## src/hw/rtl/wsei_pkg.sv

```systemverilog
package wsei_pkg;

  // Field widths of the input and result words.
  localparam int CountBits = 32;
  localparam int TimeBits  = 32;
  localparam int SpeedBits = 32;
  localparam int FanBits   = 16;
  localparam int FracBits  = 16;

  localparam int InDataBits  = 2 * CountBits + TimeBits;
  localparam int OutDataBits = 2 * SpeedBits + FanBits;

  // Configuration port.
  localparam int CfgIdxBits  = 3;
  localparam int CfgDataBits = 20;
  localparam int ScaleBits   = 20;
  localparam int CoefBits    = 16;

  localparam logic [CfgIdxBits-1:0] RegCountScale  = 3'd0;
  localparam logic [CfgIdxBits-1:0] RegFiltB       = 3'd1;
  localparam logic [CfgIdxBits-1:0] RegFiltA       = 3'd2;
  localparam logic [CfgIdxBits-1:0] RegWheelRadius = 3'd3;
  localparam logic [CfgIdxBits-1:0] RegFanBase     = 3'd4;
  localparam logic [CfgIdxBits-1:0] RegFanGain     = 3'd5;
  localparam logic [CfgIdxBits-1:0] RegFanMax      = 3'd6;

  localparam logic [ScaleBits-1:0] CountScaleRst  = 20'd96963;
  localparam logic [CoefBits-1:0]  FiltBRst       = 16'd7350;
  localparam logic [CoefBits-1:0]  FiltARst       = 16'd50835;
  localparam logic [CoefBits-1:0]  WheelRadiusRst = 16'd662;
  localparam logic [CoefBits-1:0]  FanBaseRst     = 16'd1400;
  localparam logic [CoefBits-1:0]  FanGainRst     = 16'd350;
  localparam logic [CoefBits-1:0]  FanMaxRst      = 16'd1700;

  // Saturation limits of a Q16.16 speed, as magnitudes.
  localparam logic [SpeedBits-1:0] PosMax    = 32'h7FFF_FFFF;
  localparam logic [SpeedBits-1:0] NegMinMag = 32'h8000_0000;

endpackage

```

## src/hw/rtl/wsei_div.sv

```systemverilog
module wsei_div #(
  parameter int DivBits = wsei_pkg::TimeBits
) (
  input  logic               clk_i,
  input  logic               rst_ni,
  input  logic               start_i,
  input  logic [DivBits-1:0] num_hi_i,
  input  logic [DivBits-1:0] num_lo_i,
  input  logic [DivBits-1:0] den_i,
  output logic               done_o,
  output logic [DivBits-1:0] quot_o
);

  localparam int CntBits = $clog2(DivBits);
  localparam logic [CntBits-1:0] LastStep = CntBits'(DivBits - 1);

  logic               busy_q;
  logic               done_q;
  logic [CntBits-1:0] cnt_q;
  logic [DivBits-1:0] rem_q;
  logic [DivBits-1:0] shift_q;
  logic [DivBits-1:0] den_q;

  logic [DivBits:0] trial;
  logic [DivBits:0] diff;
  logic             ge;

  // One restoring step a cycle. The remainder stays below the divisor, so the
  // upper half of the dividend must already be below it when started.
  assign trial = {rem_q, shift_q[DivBits-1]};
  assign diff  = trial - {1'b0, den_q};
  assign ge    = (trial >= {1'b0, den_q});

  always_ff @(posedge clk_i or negedge rst_ni) begin
    if (!rst_ni) begin
      busy_q <= 1'b0;
      done_q <= 1'b0;
      cnt_q  <= '0;
    end else begin
      done_q <= busy_q && !start_i && (cnt_q == LastStep);
      if (start_i) begin
        busy_q <= 1'b1;
        cnt_q  <= '0;
      end else if (busy_q) begin
        cnt_q <= cnt_q + 1'b1;
        if (cnt_q == LastStep) begin
          busy_q <= 1'b0;
        end
      end
    end
  end

  always_ff @(posedge clk_i) begin
    if (start_i) begin
      rem_q   <= num_hi_i;
      shift_q <= num_lo_i;
      den_q   <= den_i;
    end else if (busy_q) begin
      rem_q   <= ge ? diff[DivBits-1:0] : trial[DivBits-1:0];
      shift_q <= {shift_q[DivBits-2:0], ge};
    end
  end

  assign done_o = done_q;
  assign quot_o = shift_q;

endmodule

```

## src/hw/rtl/wheel_speed_estimator_iir_top.sv

```systemverilog
// Wheel speed estimator with first-order smoothing and a fan command.
// The slave stream takes one word per sample tick: both wheels' encoder
// counts and a microsecond timestamp. The master stream returns one word per
// input word: both filtered wheel speeds in signed Q16.16 and the fan pulse.
// Registers are written over the cfg channel, which is always ready; write
// them only while no word is in flight.
// Words are handled one at a time by a single sequencer that shares one
// 33x33 multiplier and one bit-serial divider between both wheels. A wheel
// whose count did not change passes only the delta step; a changed wheel
// goes on through the scale, divider check, divider wait and filter steps,
// skipping the divider wait when the quotient overflows. The fan steps follow;
// the block is ready again in the cycle after the result is loaded.
// The result sits in an output register, so the block is ready for the next
// word while the receiver holds it. A finished word waits in the last
// sequencer step until the output register is free.
// Reset restores the register defaults and clears all wheel history.
module wheel_speed_estimator_iir_top (
  input  logic                             clk_i,
  input  logic                             rst_ni,
  input  logic                             s_axis_tvalid_i,
  output logic                             s_axis_tready_o,
  // left_count [31:0], right_count [63:32], time_us [95:64]
  input  logic [wsei_pkg::InDataBits-1:0]  s_axis_tdata_i,
  output logic                             m_axis_tvalid_o,
  input  logic                             m_axis_tready_i,
  // left_speed [31:0], right_speed [63:32], fan_pulse [79:64]
  output logic [wsei_pkg::OutDataBits-1:0] m_axis_tdata_o,
  input  logic                             cfg_valid_i,
  output logic                             cfg_ready_o,
  input  logic [wsei_pkg::CfgIdxBits-1:0]  cfg_index_i,
  input  logic [wsei_pkg::CfgDataBits-1:0] cfg_data_i
);

  import wsei_pkg::*;

  localparam logic [3:0] ST_IDLE    = 4'd0;
  localparam logic [3:0] ST_DELTA   = 4'd1;
  localparam logic [3:0] ST_SCALE   = 4'd2;
  localparam logic [3:0] ST_DIVCHK  = 4'd3;
  localparam logic [3:0] ST_DIVWAIT = 4'd4;
  localparam logic [3:0] ST_FILTB   = 4'd5;
  localparam logic [3:0] ST_FILTA   = 4'd6;
  localparam logic [3:0] ST_FILTY   = 4'd7;
  localparam logic [3:0] ST_FANR    = 4'd8;
  localparam logic [3:0] ST_FANS    = 4'd9;
  localparam logic [3:0] ST_FANSQ   = 4'd10;
  localparam logic [3:0] ST_FANLO   = 4'd11;
  localparam logic [3:0] ST_FANHI   = 4'd12;
  localparam logic [3:0] ST_FANSUM  = 4'd13;
  localparam logic [3:0] ST_FANCAP  = 4'd14;

  // Configuration registers.
  logic [ScaleBits-1:0] count_scale_q;
  logic [CoefBits-1:0]  filt_b_q;
  logic [CoefBits-1:0]  filt_a_q;
  logic [CoefBits-1:0]  wheel_radius_q;
  logic [CoefBits-1:0]  fan_base_q;
  logic [CoefBits-1:0]  fan_gain_q;
  logic [CoefBits-1:0]  fan_max_q;

  // Wheel history, entry 0 is the left wheel.
  logic [CountBits-1:0] last_count_q [2];
  logic [TimeBits-1:0]  change_time_q [2];
  logic [SpeedBits-1:0] prev_raw_q [2];
  logic [SpeedBits-1:0] prev_filt_q [2];

  logic [3:0]           state_q;
  logic                 wsel_q;
  logic                 out_valid_q;

  logic [CountBits-1:0] cnt_l_q;
  logic [CountBits-1:0] cnt_r_q;
  logic [TimeBits-1:0]  time_q;
  logic                 neg_q;
  logic [CountBits-1:0] dmag_q;
  logic [TimeBits-1:0]  elapsed_q;
  logic [SpeedBits-1:0] raw_q;
  logic [SpeedBits-1:0] speed_q [2];
  logic [65:0]          prod_q;
  logic [50:0]          acc_q;
  logic [31:0]          lin_q;
  logic [31:0]          sq_hi_q;
  logic [OutDataBits-1:0] out_data_q;

  logic                 in_acc;
  logic [CountBits-1:0] cnt_sel;
  logic [CountBits-1:0] delta;
  logic signed [32:0]   mul_a;
  logic signed [32:0]   mul_b;
  logic signed [65:0]   mul_p;
  logic [SpeedBits-1:0] quot_lim;
  logic [SpeedBits-1:0] quot_mag;
  logic signed [50:0]   filt_sum;
  logic signed [34:0]   filt_y;
  logic [SpeedBits-1:0] filt_sat;
  logic [65:0]          prod_abs;
  logic [50:0]          fan_sum;
  logic [FanBits-1:0]   fan_cap;
  logic                 div_start;
  logic                 div_done;
  logic [TimeBits-1:0]  div_quot;
  logic                 div_ovf;

  assign in_acc          = s_axis_tvalid_i && s_axis_tready_o;
  assign s_axis_tready_o = (state_q == ST_IDLE);
  assign cfg_ready_o     = 1'b1;
  assign m_axis_tvalid_o = out_valid_q;
  assign m_axis_tdata_o  = out_data_q;

  assign cnt_sel = wsel_q ? cnt_r_q : cnt_l_q;
  assign delta   = cnt_sel - last_count_q[wsel_q];

  // The quotient needs more than 32 bits exactly when the upper half of the
  // scaled dividend reaches the interval; a zero interval lands here too.
  assign div_ovf   = (prod_q[51:FracBits] >= {4'b0, elapsed_q});
  assign div_start = (state_q == ST_DIVCHK) && !div_ovf;

  assign quot_lim = neg_q ? NegMinMag : PosMax;
  assign quot_mag = (div_quot > quot_lim) ? quot_lim : div_quot;

  assign filt_sum = $signed(acc_q) + $signed(prod_q[50:0]);
  assign filt_y   = 35'(filt_sum >>> FracBits);
  always_comb begin
    if (filt_y > $signed({3'b0, PosMax})) begin
      filt_sat = PosMax;
    end else if (filt_y < -$signed({3'b0, NegMinMag})) begin
      filt_sat = NegMinMag;
    end else begin
      filt_sat = filt_y[SpeedBits-1:0];
    end
  end

  assign prod_abs = prod_q[65] ? (~prod_q + 66'd1) : prod_q;
  assign fan_sum  = {3'b0, prod_q[47:0]} + {35'b0, acc_q[47:32]} + {35'b0, fan_base_q};
  assign fan_cap  = (acc_q > {35'b0, fan_max_q}) ? fan_max_q : acc_q[FanBits-1:0];

  // Operand selection for the shared multiplier.
  always_comb begin
    mul_a = '0;
    mul_b = '0;
    unique case (state_q)
      ST_SCALE: begin
        mul_a = {1'b0, dmag_q};
        mul_b = {13'b0, count_scale_q};
      end
      ST_FILTB: begin
        mul_a = {raw_q[31], raw_q} + {prev_raw_q[wsel_q][31], prev_raw_q[wsel_q]};
        mul_b = {17'b0, filt_b_q};
      end
      ST_FILTA: begin
        mul_a = {prev_filt_q[wsel_q][31], prev_filt_q[wsel_q]};
        mul_b = {17'b0, filt_a_q};
      end
      ST_FANR: begin
        mul_a = {speed_q[0][31], speed_q[0]} + {speed_q[1][31], speed_q[1]};
        mul_b = {17'b0, wheel_radius_q};
      end
      ST_FANSQ: begin
        mul_a = {1'b0, lin_q};
        mul_b = {1'b0, lin_q};
      end
      ST_FANLO: begin
        mul_a = {1'b0, prod_q[31:0]};
        mul_b = {17'b0, fan_gain_q};
      end
      ST_FANHI: begin
        mul_a = {1'b0, sq_hi_q};
        mul_b = {17'b0, fan_gain_q};
      end
      default: begin
        mul_a = '0;
        mul_b = '0;
      end
    endcase
  end

  assign mul_p = mul_a * mul_b;

  wsei_div #(
    .DivBits (TimeBits)
  ) u_div (
    .clk_i    (clk_i),
    .rst_ni   (rst_ni),
    .start_i  (div_start),
    .num_hi_i (prod_q[47:FracBits]),
    .num_lo_i ({prod_q[FracBits-1:0], {FracBits{1'b0}}}),
    .den_i    (elapsed_q),
    .done_o   (div_done),
    .quot_o   (div_quot)
  );

  always_ff @(posedge clk_i or negedge rst_ni) begin
    if (!rst_ni) begin
      count_scale_q  <= CountScaleRst;
      filt_b_q       <= FiltBRst;
      filt_a_q       <= FiltARst;
      wheel_radius_q <= WheelRadiusRst;
      fan_base_q     <= FanBaseRst;
      fan_gain_q     <= FanGainRst;
      fan_max_q      <= FanMaxRst;
    end else if (cfg_valid_i && cfg_ready_o) begin
      unique case (cfg_index_i)
        RegCountScale:  count_scale_q  <= cfg_data_i[ScaleBits-1:0];
        RegFiltB:       filt_b_q       <= cfg_data_i[CoefBits-1:0];
        RegFiltA:       filt_a_q       <= cfg_data_i[CoefBits-1:0];
        RegWheelRadius: wheel_radius_q <= cfg_data_i[CoefBits-1:0];
        RegFanBase:     fan_base_q     <= cfg_data_i[CoefBits-1:0];
        RegFanGain:     fan_gain_q     <= cfg_data_i[CoefBits-1:0];
        RegFanMax:      fan_max_q      <= cfg_data_i[CoefBits-1:0];
        default: ;
      endcase
    end
  end

  // Sequencer and wheel history.
  always_ff @(posedge clk_i or negedge rst_ni) begin
    if (!rst_ni) begin
      state_q       <= ST_IDLE;
      wsel_q        <= 1'b0;
      out_valid_q   <= 1'b0;
      last_count_q  <= '{default: '0};
      change_time_q <= '{default: '0};
      prev_raw_q    <= '{default: '0};
      prev_filt_q   <= '{default: '0};
    end else begin
      if ((state_q == ST_FANCAP) && (!out_valid_q || m_axis_tready_i)) begin
        out_valid_q <= 1'b1;
      end else if (m_axis_tready_i) begin
        out_valid_q <= 1'b0;
      end
      unique case (state_q)
        ST_IDLE: begin
          if (in_acc) begin
            wsel_q  <= 1'b0;
            state_q <= ST_DELTA;
          end
        end
        ST_DELTA: begin
          last_count_q[wsel_q] <= cnt_sel;
          if (delta == '0) begin
            // An unchanged wheel reports zero and keeps its history.
            wsel_q  <= 1'b1;
            state_q <= wsel_q ? ST_FANR : ST_DELTA;
          end else begin
            change_time_q[wsel_q] <= time_q;
            state_q               <= ST_SCALE;
          end
        end
        ST_SCALE:  state_q <= ST_DIVCHK;
        ST_DIVCHK: state_q <= div_ovf ? ST_FILTB : ST_DIVWAIT;
        ST_DIVWAIT: begin
          if (div_done) begin
            state_q <= ST_FILTB;
          end
        end
        ST_FILTB: state_q <= ST_FILTA;
        ST_FILTA: state_q <= ST_FILTY;
        ST_FILTY: begin
          prev_raw_q[wsel_q]  <= raw_q;
          prev_filt_q[wsel_q] <= filt_sat;
          wsel_q              <= 1'b1;
          state_q             <= wsel_q ? ST_FANR : ST_DELTA;
        end
        ST_FANR:   state_q <= ST_FANS;
        ST_FANS:   state_q <= ST_FANSQ;
        ST_FANSQ:  state_q <= ST_FANLO;
        ST_FANLO:  state_q <= ST_FANHI;
        ST_FANHI:  state_q <= ST_FANSUM;
        ST_FANSUM: state_q <= ST_FANCAP;
        ST_FANCAP: begin
          if (!out_valid_q || m_axis_tready_i) begin
            state_q <= ST_IDLE;
          end
        end
        default: state_q <= ST_IDLE;
      endcase
    end
  end

  // Datapath registers.
  always_ff @(posedge clk_i) begin
    prod_q <= mul_p;
    if (in_acc) begin
      cnt_l_q <= s_axis_tdata_i[CountBits-1:0];
      cnt_r_q <= s_axis_tdata_i[2*CountBits-1:CountBits];
      time_q  <= s_axis_tdata_i[InDataBits-1:2*CountBits];
    end
    case (state_q)
      ST_DELTA: begin
        neg_q     <= delta[CountBits-1];
        dmag_q    <= delta[CountBits-1] ? (~delta + 1'b1) : delta;
        elapsed_q <= time_q - change_time_q[wsel_q];
        if (delta == '0) begin
          speed_q[wsel_q] <= '0;
        end
      end
      ST_DIVCHK: begin
        if (div_ovf) begin
          raw_q <= neg_q ? NegMinMag : PosMax;
        end
      end
      ST_DIVWAIT: begin
        if (div_done) begin
          raw_q <= neg_q ? (~quot_mag + 1'b1) : quot_mag;
        end
      end
      ST_FILTA:  acc_q <= prod_q[50:0];
      ST_FILTY:  speed_q[wsel_q] <= filt_sat;
      ST_FANS:   lin_q <= prod_abs[48:17];
      ST_FANLO:  sq_hi_q <= prod_q[63:32];
      ST_FANHI:  acc_q <= prod_q[50:0];
      ST_FANSUM: acc_q <= fan_sum;
      ST_FANCAP: begin
        if (!out_valid_q || m_axis_tready_i) begin
          out_data_q <= {fan_cap, speed_q[1], speed_q[0]};
        end
      end
      default: ;
    endcase
  end

  // An accepted word always starts with the left wheel.
  assert property (@(posedge clk_i) disable iff (!rst_ni)
    in_acc |=> (state_q == ST_DELTA) && !wsel_q)
    else $error("sample did not start with the left wheel");

  // A new result only appears out of the final sequencer step.
  assert property (@(posedge clk_i) disable iff (!rst_ni)
    $rose(m_axis_tvalid_o) |-> $past(state_q) == ST_FANCAP)
    else $error("result loaded outside the fan step");

  // The divider only finishes while the sequencer waits for it.
  assert property (@(posedge clk_i) disable iff (!rst_ni)
    div_done |-> state_q == ST_DIVWAIT)
    else $error("divider finished outside its wait step");

  // A finished word waits while the output register is still occupied.
  assert property (@(posedge clk_i) disable iff (!rst_ni)
    (state_q == ST_FANCAP) && out_valid_q && !m_axis_tready_i |=> state_q == ST_FANCAP)
    else $error("result dropped while output stalled");

endmodule

```

## config.mk

```make
export PLATFORM = sky130hd
export DESIGN_NAME = wheel_speed_estimator_iir_top
export DESIGN_NICKNAME = d
export VERILOG_FILES = /design/src/hw/rtl/wsei_pkg.sv /design/src/hw/rtl/wsei_div.sv /design/src/hw/rtl/wheel_speed_estimator_iir_top.sv
export SDC_FILE = /design/constraint.sdc
export NUM_CORES = 2
export LEC_CHECK = 0
export BUFFER_PORTS_ARGS = -buffer_cell sky130_fd_sc_hd__buf_2
export CORE_ASPECT_RATIO = 1.75
export CORE_MARGIN = 5
export CORE_UTILIZATION = 50
export CTS_CLUSTER_SIZE = 10
export DETAILED_ROUTE_END_ITERATION = 10
export PLACE_DENSITY = 0.79
export SLEW_MARGIN = 20
export SYNTH_ARGS = -nofsm -noshare
export SYNTH_HDL_FRONTEND = slang
export SYNTH_SLANG_ARGS = --single-unit
export TNS_END_PERCENT = 50
```

## constraint.sdc

```tcl
create_clock -name clk_i -period 13.3 [get_ports clk_i]
set_clock_uncertainty 0.2 [all_clocks]
set_input_delay 0 -clock clk_i [delete_from_list [all_inputs] [get_ports clk_i]]
set_output_delay 0 -clock clk_i [all_outputs]
set_load 0.01 [all_outputs]
```

==> results.md <==
- Status: complete, no violations
- Post-synthesis sequential area ratio: 30.1%
- Largest net degree at the start of global routing: 99
- Clock latency on the worst-skew pair: between 0.7 and 0.8 ns
- Post-synth EDFFs: 532
- Port bufs: 205
- Worst Hold Class: primary input to register
- Die ar.: 0.190 mm2
- Top Ports: between 200 and 250
- Unrepaired setup endpoints after global routing: false
- DRT Pass-1 Iters: 9
- Post-DP HPWL: 272000 um
- Number of unique standard cell types used by synthesis: 100
- Clock root cell: clkbuf_16
- Die Ht: 573 um
- Setup violations, final: 0
- Synth top area cells: fa_1, edfxtp_1, dfrtp_1
- CP max FO: 26
- Worst Path Buf+Inv: 7
- WP data arrival: 13.45 ns
- Slowest stage delay, CP: 0.70 ns
- FF+latch count, synth: around 1000
- Vias in the first global route: 77600
- Met2 Use GR: between 60% and 70%
- Antenna violations before repair: 27
- Crit path required time: 13.81 ns
- First-pass GRT wire length: 506000 um
- Post-DRT Antenna Nets: 0
- Clock sinks: 998
- Met3 Use GR: 8.13%
- Post-route setup slack: 0.356 ns
- Crit path top cell by count: fa_1
- Slowest-stage cell, CP: dfrtp_4
- All-Layer GR Usage: 36.2%
- Clock transition at path regs: 0.06 ns
- Maxcap violations: 0
- Avg Vias per Cell: 6.07
- Setup crit start: wsel_q$_DFFE_PN0P_
- Area Growth Syn to Fin: 13.2%
- Finished Layout Cells: 12000
- Fmax: 77.3 MHz
- Die W: 332 um
- Starting Density: 50.3%
- Global route total overflow: 0
- Post-Syn Instances: 8941
- Setup_tns: 0 ns
- Slew Limit Fails: 0
- Worst-Margin Slew: 1.40 ns
- Grt met1 use: about 36%
- CP Class: register to register
- Tcrit/Tclk final: 97.3%
- Worst r2r src: wsel_q$_DFFE_PN0P_
- CP endpoint kind: register
- Starting DRT DRC Count: 6415
- Fin area: slightly above 0.1 mm2
- Nets@finish: 11300
- Yosys warns: 0
- Commonest non-fill, non-tap cell in the layout: inv_1
- Residual DRC count: 0
- GRT Max-Usage Layer: met2
- Largest area contributor in the netlist: fa_1
- Layout cell share with drive strength beyond 1: around an eighth
- Placed cell area: just under 0.1 mm2
- Synth top area share: 24.9%
- Post-synth ARST share: 38.6%
- Hold Startpoint: cfg_data_i[4]
- Mapped Area: 0.0906 mm2
- Bufs on Longest Clock Path: 3
- Post-layout minimum cycle time: 12.94 ns
- Worst rel slew slack: 6.13%
- GP Congestion: ~1.1
- Routed len/inst: about 29 um
- Placed Cells: 11500
- Cell family with the largest share of critical-path delay: adder cells
- Dpl ws: slightly below 0.3 ns
- Routed WL: 347000 um
- CTS tree: built
- # rows: 206
- Post-synth top flop: edfxtp_1
- Final hold violations: 0
- Most frequent cells in the layout: inv_1, fa_1, nand2_1
- Setup bufs post-CTS: 0
- CP Launch Type: register
- H-tree levels: 3
- CTS buffer count: 113
- Core box area: 0.180 mm2
- Vias: 72900
- Avg Cell Area, Syn: 10.1 um2
[Yosys cell counts, types with 103 or more instances]
library cell     n
a21o_1         205
a21oi_1        356
clkbuf_1       342
dfrtp_1        337
edfxtp_1       532
fa_1          1125
ha_1           506
inv_1         1169
mux2_2         296
mux2i_1        120
nand2_1        960
nand2b_1       103
nand3_1        109
nor2_1         828
o21ai_0        316
xnor2_1        214
xor2_1         117
[state kept, by name (all words and copies together), names as in the netlist, 20 cells and up]
register and cells:
elapsed_q 32, m_axis_tdata_o 80, acc_q 51, speed_q 64, cnt_l_q 32, dmag_q 32
u_div.quot_o 32, count_scale_q 20, prod_q 65, cnt_r_q 32, prev_filt_q 64, change_time_q 64
lin_q 32, prev_raw_q 64, time_q 32, u_div.den_q 32, sq_hi_q 32, u_div.rem_q 32
last_count_q 64, raw_q 32
[area by class of cell]
class	count	area (um2)
Clock inverter	12	206
Antenna cell	13	32.5
Multi-Input combinational cell	6398	57800
Timing Repair Buffer	819	6480
Clock buffer	202	3250
Tap cell	2392	2990
Inverter	1174	4410
Sequential cell	998	27300
Fill cell	15100	77700
[layer usage]
layer,up-vias,share of wire (%)
li1,30900,-
met2,3930,49
met4,18,13
met1,36400,31
met5,-,0.035
met3,1668,7.8
[through the flow]
step	hold slack, ns	utilization [%]
6_report	0.0147	56.9
5_1_grt	0.00715	56.9
4_1_cts	0.00145	56.8
3_5_place_dp	-0.102	53.5
3_3_place_gp	-0.118	53.5
2_1_floorplan	-0.496	-
[cells by family after synthesis]
family | count (synthesis) | synth area share (%)
fa+ha+maj | 1631 | 31.9
simple gates | 2542 | 12.6
xor+xnor | 331 | 3.20
mux | 446 | 5.38
compound gates | 1415 | 10.3
other cells | 2 | 0.00829
flops | 998 | 30.1
buf+inv | 1576 | 6.60
[worst paths after layout]
kind	to	cells after the start	slack, ns
setup / recovery	prod_q[61]$_DFF_P_	38	0.36
hold / removal	fan_gain_q[4]$_DFFE_PN1P_	3	0.01
setup reg to reg	prod_q[61]$_DFF_P_	38	0.36
hold reg to reg	sq_hi_q[24]$_DFFE_PN_	0	0.22
max in group asynchronous	change_time_q[28]$_DFFE_PN0P_	6	10.53
min in group asynchronous	prev_raw_q[22]$_DFFE_PN0P_	4	0.28
[worst reg2reg max path: cells and delay by family, from the launching register on]
family	cells	cell delay, ns
AOI/OAI and AO/OA	12	3.90
xor gates and xnor gates	2	0.54
adders and majority gates	10	4.89
buffers and inverters	7	1.13
DFF	1	0.70
muxes	1	0.36
and+or+nand+nor	6	1.21
[repair_timing]
action / in CTS / in global routing
hold endpoints to repair: 463 / 0
endpoints found under the setup margin: 0 / 3
resized for setup: 0 / 3
hold buffers: 243 / 0
Power is left out: the tool's default activity adds up to more than one toggle a clock period on the data nets, which glitch-free logic cannot reach.
